<file path="config.mk">
export PLATFORM = sky130hd
export DESIGN_NAME = palindrome_seed_swap_search_flat
export DESIGN_NICKNAME = d
export VERILOG_FILES = /design/src/design/pss_pkg.sv /design/src/design/pss_if.sv /design/src/design/pss_datapath.sv /design/src/design/pss_ctrl.sv /design/src/design/palindrome_seed_swap_search.sv /design/src/flat_wrapper.sv
export VERILOG_INCLUDE_DIRS = /design/src /design/src/design
export SDC_FILE = /design/constraint.sdc
export NUM_CORES = 2
export LEC_CHECK = 0
export BUFFER_PORTS_ARGS = -buffer_cell sky130_fd_sc_hd__buf_2
export CORE_UTILIZATION = 40
export DETAILED_ROUTE_END_ITERATION = 16
export PLACE_DENSITY = 0.55
export RECOVER_POWER = 25
export SLEW_MARGIN = 20
export SYNTH_ARGS = -nofsm -noshare
export SYNTH_HDL_FRONTEND = slang
export SYNTH_SLANG_ARGS = --single-unit
</file>
<file path="constraint.sdc">
create_clock -name i_clk -period 16.74 [get_ports i_clk]
set_input_delay 2.511 -clock i_clk [delete_from_list [all_inputs] [get_ports i_clk]]
set_output_delay 2.511 -clock i_clk [all_outputs]
set_load 0.005 [all_outputs]
</file>
<file path="src/design/palindrome_seed_swap_search_defines.svh">
// ----------------------------------------------------------------------------
// Palindrome seed swap search assertion macros
// Shared concurrent assertion wrappers, clocked on i_clk.
// ----------------------------------------------------------------------------
`ifndef PALINDROME_SEED_SWAP_SEARCH_DEFINES_SVH
`define PALINDROME_SEED_SWAP_SEARCH_DEFINES_SVH

// Check a property while out of reset.
`define PSS_ASSERT(label, prop, msg) \
    label: assert property (@(posedge i_clk) disable iff (!i_rst_n) prop) else $error(msg);

// Check a property on every edge, reset included.
`define PSS_ASSERT_ALWAYS(label, prop, msg) \
    label: assert property (@(posedge i_clk) prop) else $error(msg);

`endif

</file>
<file path="src/design/pss_pkg.sv">
// ----------------------------------------------------------------------------
// Palindrome seed swap search package
// Shared constants and the command/status bundles between controller and
// datapath.
// ----------------------------------------------------------------------------
package pss_pkg;

    localparam int PSS_MAX_LEN   = 64;
    localparam int PSS_LANES     = 4;
    localparam int PSS_SEED_W    = 64;
    localparam int PSS_LEN_W     = 7;
    localparam int PSS_IDX_W     = 6;
    localparam int PSS_SWAP_W    = 5;
    localparam logic [PSS_LEN_W-1:0] PSS_LEN_RESET = 7'd51;

    typedef struct packed {
        logic                 load;
        logic                 clr_acc;
        logic                 build;
        logic                 step;
        logic                 score_base;
        logic                 score_cand;
        logic                 load_out;
        logic [PSS_IDX_W-1:0] idx_i;
        logic [PSS_IDX_W-1:0] idx_j;
        logic [PSS_LEN_W-1:0] shift;
    } t_pss_cmd;

    typedef struct packed {
        logic                 differ;
        logic [PSS_LEN_W-1:0] len;
        logic [PSS_IDX_W-1:0] half;
    } t_pss_status;

endpackage

</file>
<file path="src/design/pss_if.sv">
// ----------------------------------------------------------------------------
// Palindrome seed swap search channel interfaces
// Valid/ready channels for seeds, results and the length register write.
// ----------------------------------------------------------------------------
interface pss_seed_if;
    logic        valid;
    logic        ready;
    logic [63:0] seed_bits;

    modport source (output valid, output seed_bits, input ready);
    modport sink   (input valid, input seed_bits, output ready);
endinterface

interface pss_result_if;
    logic        valid;
    logic        ready;
    logic [63:0] best_seed;
    logic [63:0] best_complexity;
    logic [4:0]  swap_first;
    logic [4:0]  swap_second;
    logic        improved;

    modport source (output valid, output best_seed, output best_complexity,
                    output swap_first, output swap_second, output improved,
                    input ready);
    modport sink   (input valid, input best_seed, input best_complexity,
                    input swap_first, input swap_second, input improved,
                    output ready);
endinterface

interface pss_cfg_if;
    logic       valid;
    logic       ready;
    logic [6:0] seed_len;

    modport source (output valid, output seed_len, input ready);
    modport sink   (input valid, input seed_len, output ready);
endinterface

</file>
<file path="src/design/pss_datapath.sv">
// ----------------------------------------------------------------------------
// Palindrome seed swap search datapath
// Holds the seed, the candidate, the lane popcounts, the saturating score
// accumulator and the best-so-far and output registers.
// ----------------------------------------------------------------------------
module pss_datapath #(
    parameter int MAX_LEN = pss_pkg::PSS_MAX_LEN
) (
    input  logic                                  i_clk,
    input  logic                                  i_rst_n,
    input  pss_pkg::t_pss_cmd                     i_cmd,
    input  logic [pss_pkg::PSS_SEED_W-1:0]        i_seed_bits,
    input  logic [pss_pkg::PSS_LEN_W-1:0]         i_seed_len,
    output pss_pkg::t_pss_status                  o_status,
    output logic [pss_pkg::PSS_SEED_W-1:0]        o_best_seed,
    output logic [pss_pkg::PSS_SEED_W-1:0]        o_best_complexity,
    output logic [pss_pkg::PSS_SWAP_W-1:0]        o_swap_first,
    output logic [pss_pkg::PSS_SWAP_W-1:0]        o_swap_second,
    output logic                                  o_improved
);
    import pss_pkg::*;

    localparam logic [PSS_LEN_W-1:0] LenCap = PSS_LEN_W'(MAX_LEN);

    logic [PSS_LEN_W-1:0]  r_len;
    logic [PSS_SEED_W-1:0] r_seed;
    logic [PSS_SEED_W-1:0] r_cand;
    logic [PSS_SEED_W-1:0] r_acc;
    logic [5:0]            r_cnt    [PSS_LANES];
    logic [PSS_LANES-1:0]  r_lane_v;
    logic                  r_cnt_v;
    logic [PSS_SEED_W-1:0] r_best_seed;
    logic [PSS_SEED_W-1:0] r_best_cx;
    logic [PSS_SWAP_W-1:0] r_bi;
    logic [PSS_SWAP_W-1:0] r_bj;
    logic                  r_imp;
    logic [PSS_SEED_W-1:0] r_o_seed;
    logic [PSS_SEED_W-1:0] r_o_cx;
    logic [PSS_SWAP_W-1:0] r_o_first;
    logic [PSS_SWAP_W-1:0] r_o_second;
    logic                  r_o_imp;

    logic [PSS_LEN_W-1:0]  len_eff;
    logic [PSS_SEED_W-1:0] seed_masked;
    logic [PSS_SEED_W-1:0] n_cand;
    logic [PSS_LEN_W-1:0]  mir_i;
    logic [PSS_LEN_W-1:0]  mir_j;
    logic                  bit_a;
    logic                  bit_b;
    logic [PSS_LEN_W-1:0]  lane_sh  [PSS_LANES];
    logic [5:0]            lane_cnt [PSS_LANES];
    logic [PSS_LANES-1:0]  lane_ok;
    logic [PSS_SEED_W+2:0] acc_sum;
    logic [PSS_SEED_W-1:0] acc_sat;

    // Length clamp and mask of the incoming seed
    always_comb begin
        len_eff     = (i_seed_len > LenCap) ? LenCap : i_seed_len;
        seed_masked = i_seed_bits & ~({PSS_SEED_W{1'b1}} << len_eff);
    end

    // Candidate: exchange bits i and j, copy the new values to the mirrors
    always_comb begin
        bit_a  = r_seed[i_cmd.idx_i];
        bit_b  = r_seed[i_cmd.idx_j];
        mir_i  = r_len - PSS_LEN_W'(1) - PSS_LEN_W'(i_cmd.idx_i);
        mir_j  = r_len - PSS_LEN_W'(1) - PSS_LEN_W'(i_cmd.idx_j);
        n_cand = r_seed;
        n_cand[i_cmd.idx_i]  = bit_b;
        n_cand[mir_i[5:0]]   = bit_b;
        n_cand[i_cmd.idx_j]  = bit_a;
        n_cand[mir_j[5:0]]   = bit_a;
    end

    // One popcount lane per shift of the current step
    always_comb begin
        for (int k = 0; k < PSS_LANES; k++) begin
            lane_sh[k]  = i_cmd.shift + PSS_LEN_W'(k);
            lane_ok[k]  = lane_sh[k] < r_len;
            lane_cnt[k] = 6'($countones(r_cand & (r_cand >> lane_sh[k])));
        end
    end

    // Saturating sum of the lane terms into the accumulator
    always_comb begin
        acc_sum = {3'b000, r_acc};
        for (int k = 0; k < PSS_LANES; k++) begin
            if (r_lane_v[k]) begin
                acc_sum = acc_sum + ((PSS_SEED_W+3)'(1) << r_cnt[k]);
            end
        end
        acc_sat = (acc_sum[PSS_SEED_W+2:PSS_SEED_W] != 3'b000) ?
                  {PSS_SEED_W{1'b1}} : acc_sum[PSS_SEED_W-1:0];
    end

    always_ff @(posedge i_clk) begin
        if (!i_rst_n) begin
            r_cnt_v <= 1'b0;
        end else begin
            r_cnt_v <= i_cmd.step;
        end
    end

    always_ff @(posedge i_clk) begin
        if (i_cmd.load) begin
            r_len  <= len_eff;
            r_seed <= seed_masked;
            r_cand <= seed_masked;
        end else if (i_cmd.build) begin
            r_cand <= n_cand;
        end

        if (i_cmd.step) begin
            for (int k = 0; k < PSS_LANES; k++) begin
                r_cnt[k] <= lane_cnt[k];
            end
            r_lane_v <= lane_ok;
        end

        if (i_cmd.clr_acc) begin
            r_acc <= '0;
        end else if (r_cnt_v) begin
            r_acc <= acc_sat;
        end

        if (i_cmd.score_base) begin
            r_best_seed <= r_cand;
            r_best_cx   <= r_acc;
            r_bi        <= '0;
            r_bj        <= '0;
            r_imp       <= 1'b0;
        end else if (i_cmd.score_cand && (r_acc < r_best_cx)) begin
            r_best_seed <= r_cand;
            r_best_cx   <= r_acc;
            r_bi        <= i_cmd.idx_i[PSS_SWAP_W-1:0];
            r_bj        <= i_cmd.idx_j[PSS_SWAP_W-1:0];
            r_imp       <= 1'b1;
        end

        if (i_cmd.load_out) begin
            r_o_seed   <= r_best_seed;
            r_o_cx     <= r_best_cx;
            r_o_first  <= r_bi;
            r_o_second <= r_bj;
            r_o_imp    <= r_imp;
        end
    end

    always_comb begin
        o_status.differ = bit_a ^ bit_b;
        o_status.len    = r_len;
        o_status.half   = r_len[PSS_LEN_W-1:1];
    end

    assign o_best_seed       = r_o_seed;
    assign o_best_complexity = r_o_cx;
    assign o_swap_first      = r_o_first;
    assign o_swap_second     = r_o_second;
    assign o_improved        = r_o_imp;

endmodule

</file>
<file path="src/design/pss_ctrl.sv">
// ----------------------------------------------------------------------------
// Palindrome seed swap search controller
// Walks the base score, then every half-position pair, and hands the
// result to the output register.
// ----------------------------------------------------------------------------
`include "palindrome_seed_swap_search_defines.svh"

module pss_ctrl (
    input  logic                 i_clk,
    input  logic                 i_rst_n,
    input  logic                 i_in_valid,
    output logic                 o_in_ready,
    output logic                 o_out_valid,
    input  logic                 i_out_ready,
    input  pss_pkg::t_pss_status i_status,
    output pss_pkg::t_pss_cmd    o_cmd
);
    import pss_pkg::*;

    localparam logic [2:0] ST_IDLE = 3'd0;
    localparam logic [2:0] ST_EVAL = 3'd1;
    localparam logic [2:0] ST_CMP  = 3'd2;
    localparam logic [2:0] ST_PAIR = 3'd3;
    localparam logic [2:0] ST_FIN  = 3'd4;

    logic [2:0]           r_state, n_state;
    logic                 r_base,  n_base;
    logic [PSS_IDX_W-1:0] r_i,     n_i;
    logic [PSS_IDX_W-1:0] r_j,     n_j;
    logic [PSS_LEN_W-1:0] r_sh,    n_sh;
    logic                 r_out_valid, n_out_valid;
    logic                 in_fire;
    logic                 out_free;

    assign in_fire  = i_in_valid && (r_state == ST_IDLE);
    assign out_free = !r_out_valid || i_out_ready;

    always_comb begin
        n_state     = r_state;
        n_base      = r_base;
        n_i         = r_i;
        n_j         = r_j;
        n_sh        = r_sh;
        n_out_valid = r_out_valid && !i_out_ready;
        o_cmd       = '0;
        o_cmd.idx_i = r_i;
        o_cmd.idx_j = r_j;
        o_cmd.shift = r_sh;

        unique case (r_state)
            ST_IDLE: begin
                if (i_in_valid) begin
                    o_cmd.load    = 1'b1;
                    o_cmd.clr_acc = 1'b1;
                    n_sh          = PSS_LEN_W'(1);
                    n_base        = 1'b1;
                    n_state       = ST_EVAL;
                end
            end
            ST_EVAL: begin
                if (r_sh < i_status.len) begin
                    o_cmd.step = 1'b1;
                    n_sh       = r_sh + PSS_LEN_W'(PSS_LANES);
                end else begin
                    n_state = ST_CMP;
                end
            end
            ST_CMP: begin
                o_cmd.score_base = r_base;
                o_cmd.score_cand = !r_base;
                if (r_base) begin
                    n_base = 1'b0;
                    n_i    = '0;
                    n_j    = PSS_IDX_W'(1);
                end else begin
                    n_j = r_j + PSS_IDX_W'(1);
                end
                n_state = ST_PAIR;
            end
            ST_PAIR: begin
                if (r_j < i_status.half) begin
                    if (i_status.differ) begin
                        o_cmd.build   = 1'b1;
                        o_cmd.clr_acc = 1'b1;
                        n_sh          = PSS_LEN_W'(1);
                        n_state       = ST_EVAL;
                    end else begin
                        n_j = r_j + PSS_IDX_W'(1);
                    end
                end else if ((r_i + PSS_IDX_W'(1)) < i_status.half) begin
                    n_i = r_i + PSS_IDX_W'(1);
                    n_j = r_i + PSS_IDX_W'(2);
                end else begin
                    n_state = ST_FIN;
                end
            end
            ST_FIN: begin
                if (out_free) begin
                    o_cmd.load_out = 1'b1;
                    n_out_valid    = 1'b1;
                    n_state        = ST_IDLE;
                end
            end
            default: begin
                n_state = ST_IDLE;
            end
        endcase
    end

    always_ff @(posedge i_clk) begin
        if (!i_rst_n) begin
            r_state     <= ST_IDLE;
            r_base      <= 1'b0;
            r_i         <= '0;
            r_j         <= '0;
            r_sh        <= '0;
            r_out_valid <= 1'b0;
        end else begin
            r_state     <= n_state;
            r_base      <= n_base;
            r_i         <= n_i;
            r_j         <= n_j;
            r_sh        <= n_sh;
            r_out_valid <= n_out_valid;
        end
    end

    assign o_in_ready  = (r_state == ST_IDLE);
    assign o_out_valid = r_out_valid;

    `PSS_ASSERT(a_accept_starts_base, in_fire |=> (r_state == ST_EVAL) && r_base, "accept must start the base score")
    `PSS_ASSERT(a_step_in_range, o_cmd.step |-> (r_sh < i_status.len), "shift step beyond seed length")
    `PSS_ASSERT(a_cmp_after_eval, (r_state == ST_CMP) |-> ($past(r_state) == ST_EVAL), "compare without a finished score")
    `PSS_ASSERT(a_pair_order, (r_state == ST_EVAL) && !r_base |-> (r_i < r_j) && (r_j < i_status.half), "candidate pair out of order")
    `PSS_ASSERT_ALWAYS(a_reset_idle, !i_rst_n |=> (r_state == ST_IDLE) && !r_out_valid, "reset must leave the block idle")

endmodule

</file>
<file path="src/design/palindrome_seed_swap_search.sv">
// ----------------------------------------------------------------------------
// Palindrome seed swap search
// Scores a palindromic spaced seed by overlap complexity and searches every
// mirrored swap of two differing half positions for the first strict minimum.
// ----------------------------------------------------------------------------
// Order: the base score of the seed beat, then one candidate score per
//   differing pair tried in the pair walk, then the result beat.
// Throughput: one seed at a time; the score of each candidate steps through
//   the shifts in groups of four, set by the four popcount lanes of the datapath.
// Reset: synchronous, active low; idles the controller, empties the output
//   register and sets the length register to 51.
// ----------------------------------------------------------------------------
module palindrome_seed_swap_search #(
    parameter int MAX_LEN = pss_pkg::PSS_MAX_LEN
) (
    input  logic        i_clk,
    input  logic        i_rst_n,
    pss_seed_if.sink    i_seed,
    pss_result_if.source o_result,
    pss_cfg_if.sink     i_cfg
);
    import pss_pkg::*;

    // Length register; to be written only while idle (not enforced here), so always accept the beat
    logic [PSS_LEN_W-1:0] r_seed_len;

    t_pss_cmd    cmd;
    t_pss_status status;

    assign i_cfg.ready = 1'b1;

    always_ff @(posedge i_clk) begin
        if (!i_rst_n) begin
            r_seed_len <= PSS_LEN_RESET;
        end else if (i_cfg.valid) begin
            r_seed_len <= i_cfg.seed_len;
        end
    end

    // Controller: sequence the base score, the pair walk and the hand-off
    // into the output register. The output register lets a new seed start
    // while the previous result still waits on the result channel.
    pss_ctrl u_ctrl (
        .i_clk       (i_clk),
        .i_rst_n     (i_rst_n),
        .i_in_valid  (i_seed.valid),
        .o_in_ready  (i_seed.ready),
        .o_out_valid (o_result.valid),
        .i_out_ready (o_result.ready),
        .i_status    (status),
        .o_cmd       (cmd)
    );

    // Datapath: clamp and mask the seed, build candidates, sum the shift
    // terms with saturation and keep the best candidate so far
    pss_datapath #(
        .MAX_LEN (MAX_LEN)
    ) u_datapath (
        .i_clk             (i_clk),
        .i_rst_n           (i_rst_n),
        .i_cmd             (cmd),
        .i_seed_bits       (i_seed.seed_bits),
        .i_seed_len        (r_seed_len),
        .o_status          (status),
        .o_best_seed       (o_result.best_seed),
        .o_best_complexity (o_result.best_complexity),
        .o_swap_first      (o_result.swap_first),
        .o_swap_second     (o_result.swap_second),
        .o_improved        (o_result.improved)
    );

endmodule
</file>
<file path="src/flat_wrapper.sv">
// flat-port wrapper written by rule: the top's interface ports become plain ports
module palindrome_seed_swap_search_flat import pss_pkg::*;
#(
    parameter int MAX_LEN = pss_pkg::PSS_MAX_LEN
)
  (i_clk, i_rst_n, i_seed_valid, i_seed_seed_bits, i_seed_ready, o_result_valid, o_result_best_seed, o_result_best_complexity, o_result_swap_first, o_result_swap_second, o_result_improved, o_result_ready, i_cfg_valid, i_cfg_seed_len, i_cfg_ready);
  pss_seed_if i_seed_i ();
  pss_result_if o_result_i ();
  pss_cfg_if i_cfg_i ();
  input  logic i_clk;
  input  logic i_rst_n;
  input wire logic [$bits(i_seed_i.valid)-1:0] i_seed_valid;
  input wire logic [$bits(i_seed_i.seed_bits)-1:0] i_seed_seed_bits;
  output wire logic [$bits(i_seed_i.ready)-1:0] i_seed_ready;
  output wire logic [$bits(o_result_i.valid)-1:0] o_result_valid;
  output wire logic [$bits(o_result_i.best_seed)-1:0] o_result_best_seed;
  output wire logic [$bits(o_result_i.best_complexity)-1:0] o_result_best_complexity;
  output wire logic [$bits(o_result_i.swap_first)-1:0] o_result_swap_first;
  output wire logic [$bits(o_result_i.swap_second)-1:0] o_result_swap_second;
  output wire logic [$bits(o_result_i.improved)-1:0] o_result_improved;
  input wire logic [$bits(o_result_i.ready)-1:0] o_result_ready;
  input wire logic [$bits(i_cfg_i.valid)-1:0] i_cfg_valid;
  input wire logic [$bits(i_cfg_i.seed_len)-1:0] i_cfg_seed_len;
  output wire logic [$bits(i_cfg_i.ready)-1:0] i_cfg_ready;
  assign i_seed_i.valid = i_seed_valid;
  assign i_seed_i.seed_bits = i_seed_seed_bits;
  assign i_seed_ready = i_seed_i.ready;
  assign o_result_valid = o_result_i.valid;
  assign o_result_best_seed = o_result_i.best_seed;
  assign o_result_best_complexity = o_result_i.best_complexity;
  assign o_result_swap_first = o_result_i.swap_first;
  assign o_result_swap_second = o_result_i.swap_second;
  assign o_result_improved = o_result_i.improved;
  assign o_result_i.ready = o_result_ready;
  assign i_cfg_i.valid = i_cfg_valid;
  assign i_cfg_i.seed_len = i_cfg_seed_len;
  assign i_cfg_ready = i_cfg_i.ready;
  palindrome_seed_swap_search #(.MAX_LEN(MAX_LEN)) u_core (.i_clk(i_clk), .i_rst_n(i_rst_n), .i_seed(i_seed_i), .o_result(o_result_i), .i_cfg(i_cfg_i));
endmodule
</file>
==> results.yml <==
clock_network:
  cts_resized: 0
  cts.clk_slew.worst_paths_ns: 0.06
  cts_root_buf: "clkbuf_16"
  hold_buffers: 0
  cts_buffer_depth: 3
  cts_max_level: 3
  cts_tree: "built"
  cts_buffers: 67
  clk_latency_ns: 0.69
  cts_setup_buffers: 0
  cts_sinks: 536
placement:
  port_buffers: 216
  gp_congestion: 1.00
  place_area_mm2: 0.0595
  dp_hpwl_um: 190000
  dp_slack_ns: 3.51
layout:
  stdcell_area_mm2: 0.0615
  syn_to_final_growth_pct: 8.67
  drive_gt1_share_pct: 9.39
  num-nets-final: 7341
route:
  vias: 52766
  ant_nets: 0
  drt_iter0_drc: 5235
  wl_per_cell_um: 28.8
  first_pass_iters: 6
  via_per_inst: 6.16
  drc: 0
  wl_um: 246000
yosys:
  synth_common_cells: "nand2_1, nor2_1, a21oi_1"
  synth_seq_cells: 536
  yosys.area_share.simple_pct: 17.6
  synth-compound-area-share_pct: 21.2
  yosysSeqAreaShare_pct: 26.6
  synthMuxAreaShare_pct: 8.45
  synthXorXnorAreaFrac_pct: 4.03
  yosysTopAreaCellShare_pct: 22.8
  ys.flop_type: "edfxtp_1"
  yosysMostFrequentCell: "nand2_1"
  synth_top_family_by_area: "compound AO/OA/AOI/OAI gates"
  async_flop_share_pct: 0
  synth-edff-count: 430
  synth_warnings: 0
  synthAdderAreaFrac_pct: 16.9
  synth.cell_area_mm2: 0.0566
  syn_avg_cell_area_um2: 8.55
  netlist_instances: 6612
  synth_cell_types: 97
  yosysTopAreaCell: "edfxtp_1"
  synth_area_leaders: "edfxtp_1, ha_1, fa_1"
global_route:
  grt_pass1_wl_um: 351000
  grt_max_degree: 106
  antenna_found_initial: 8
  globalRouteTotalUtil_pct: 33.8
  grt-ovfl-total: 0
  grt_pass1_vias: 51235
critical_path:
  r2r_end: "u_core.u_datapath.r_acc[17]$_SDFFE_PP0P_"
  r2r.worst_path.cells: 52
  critPathMaxFanout: 64
  cp.arrival_ns: 13.94
  max_stage_delay_ns: 0.62
  crit_slowest_cell: "buf_4"
  cp-end-kind: "flop"
  path_class: "flop to flop"
  crit_required_ns: 17.23
  setup.worst_path.start_class: "flop"
  r2r_start: "u_core.u_datapath.r_cnt[0][0]$_DFFE_PP_"
  worst-r2r-setup-slack_ns: 3.29
floorplan:
  die_area_mm2: 0.143
  core_mm2: 0.140
  pin_count: 218
  die_w_um: 378
  start_util_pct: 40.4
  die_h_um: 378
  rows: 137
sta:
  finalCriticalPeriod_ns: 13.45
  tightestPinTransition_ns: 1.51
  relSlewSlack_pct: -0.799
  layout_setup_ws_ns: 3.29
  rsz0062_at_grt: "no"
  hold_viol: 0
  slew_viol_final: 11
  final.setup.tns_ns: 0
  max_freq_mhz: 74.3
  fin_skew_ns: 0.0552
  setup_viol: 0
  fin_crit_sh_pct: 80.4
job:
  cap_violations: 1
outcome:
  outcome: "complete, but fails checks"
  violations: "max-capacitance violations, max-slew violations"
worst_hold_path:
  whs_endpoint: "u_core.u_datapath.o_best_seed[47]$_DFFE_PP_"
  min_from: "u_core.u_datapath.r_best_seed[47]$_DFFE_PP_"
  hold_path_depth: 0
  hold_class: "flop to flop"
## worst max-delay path by stage
stage	startpoint	end	slack [ns]	cells after the start
final	u_core.u_datapath.r_cnt[0][0]$_DFFE_PP_	u_core.u_datapath.r_acc[17]$_SDFFE_PP0P_	3.29	52
after detailed placement	u_core.u_datapath.r_cnt[0][4]$_DFFE_PP_	u_core.u_datapath.r_acc[17]$_SDFFE_PP0P_	3.51	53
after global routing	u_core.u_datapath.r_cnt[0][4]$_DFFE_PP_	u_core.u_datapath.r_acc[17]$_SDFFE_PP0P_	2.00	53
after CTS	u_core.u_datapath.r_cnt[0][4]$_DFFE_PP_	u_core.u_datapath.r_acc[17]$_SDFFE_PP0P_	3.48	53
after floorplan	u_core.u_datapath.r_cnt[0][1]$_DFFE_PP_	u_core.u_datapath.r_acc[60]$_SDFFE_PP0P_	5.72	59
after global placement	u_core.u_datapath.r_cnt[0][4]$_DFFE_PP_	u_core.u_datapath.r_acc[17]$_SDFFE_PP0P_	3.68	56
## registers in the layout, indices dropped and copies added, names as in the netlist, 3 cells and up
name / flops
u_core.u_datapath.o_best_complexity: 64
u_core.u_datapath.o_best_seed: 64
u_core.u_datapath.r_acc: 64
u_core.u_datapath.r_best_cx: 64
u_core.u_datapath.r_best_seed: 64
u_core.u_datapath.r_cand: 64
u_core.u_datapath.r_seed: 64
u_core.u_datapath.r_cnt: 24
u_core.r_seed_len: 7
u_core.u_datapath.r_len: 7
u_core.u_ctrl.r_i: 6
u_core.u_ctrl.r_j: 6
u_core.u_ctrl.r_sh: 6
u_core.u_datapath.o_swap_first: 5
u_core.u_datapath.o_swap_second: 5
u_core.u_datapath.r_bi: 5
u_core.u_datapath.r_bj: 5
u_core.u_datapath.r_lane_v: 4
u_core.u_ctrl.r_state: 3
## final cells by class
class,count,area (um2)
fill,14115,78400
inverter,396,1490
clock inverter,35,362
tap,1876,2350
sequential,536,15000
clock buffer,85,1760
multi-input combinational,5306,38700
timing repair buffer,332,1780
antenna,4,10.0
## worst max-delay path: cells and delay by family, from the launching register on
family,cells,cell delay [ns]
DFF,1,0.48
xor gates and xnor gates,3,0.44
buffers and inverters,1,0.62
and+or+nand+nor,17,3.43
adders and majority gates,4,1.59
muxes,1,0.28
AOI/OAI and AO/OA,26,6.30
## kinds of logic (layout without fill, tap and decap cells)
logic type      Yosys count  in the layout
buf+inv                 773            848
flops                   536            536
mux                     376            376
simple gates           2166           2166
other cells               1              8
xor+xnor                260            260
compound gates         1870           1870
fa+ha+maj               630            630
## per-layer routing
layer	vias up	GRT usage (%)	part of all wire, %
met1	25410	39.0	37
met3	807	5.70	7.2
met2	2585	54.9	46
met4	2	28.4	9.9
li1	23962	-	-
met5	-	0.309	0.024
## stage by stage
step | hold WS, ns | instances | utilization [%]
5_1_grt | 0.413 | 8566 | 43.9
3_5_place_dp | 0.405 | 8446 | 42.5
4_1_cts | 0.394 | 8566 | 44.1
6_report | 0.399 | 8570 | 43.9
3_3_place_gp | 0.402 | 8446 | 42.5
2_1_floorplan | 0.400 | 6615 | -
## cells in the final DEF, fill, tap and decap left out, drive strengths merged, types with 18 or more instances in the layout
cell    instances
a211oi         86
a21boi         18
a21o          200
a21oi         557
a22oi          51
a31oi          48
and2          103
and3           62
buf           285
clkbuf        132
clkinv         34
dfxtp         106
edfxtp        430
fa            222
ha            404
inv           392
mux2           94
mux2i         210
mux4           72
nand2         676
nand2b         96
nand3         162
nand4          57
nor2          668
nor2b         100
nor3          108
nor4           20
o211ai         72
o21a          107
o21ai         349
o21bai         43
o22ai         120
o31ai          22
or2            27
or3            32
xnor2         172
xor2           88
Power is not shown: default switching activity piles up to over one toggle a cycle in this logic, so the estimate is an artifact.
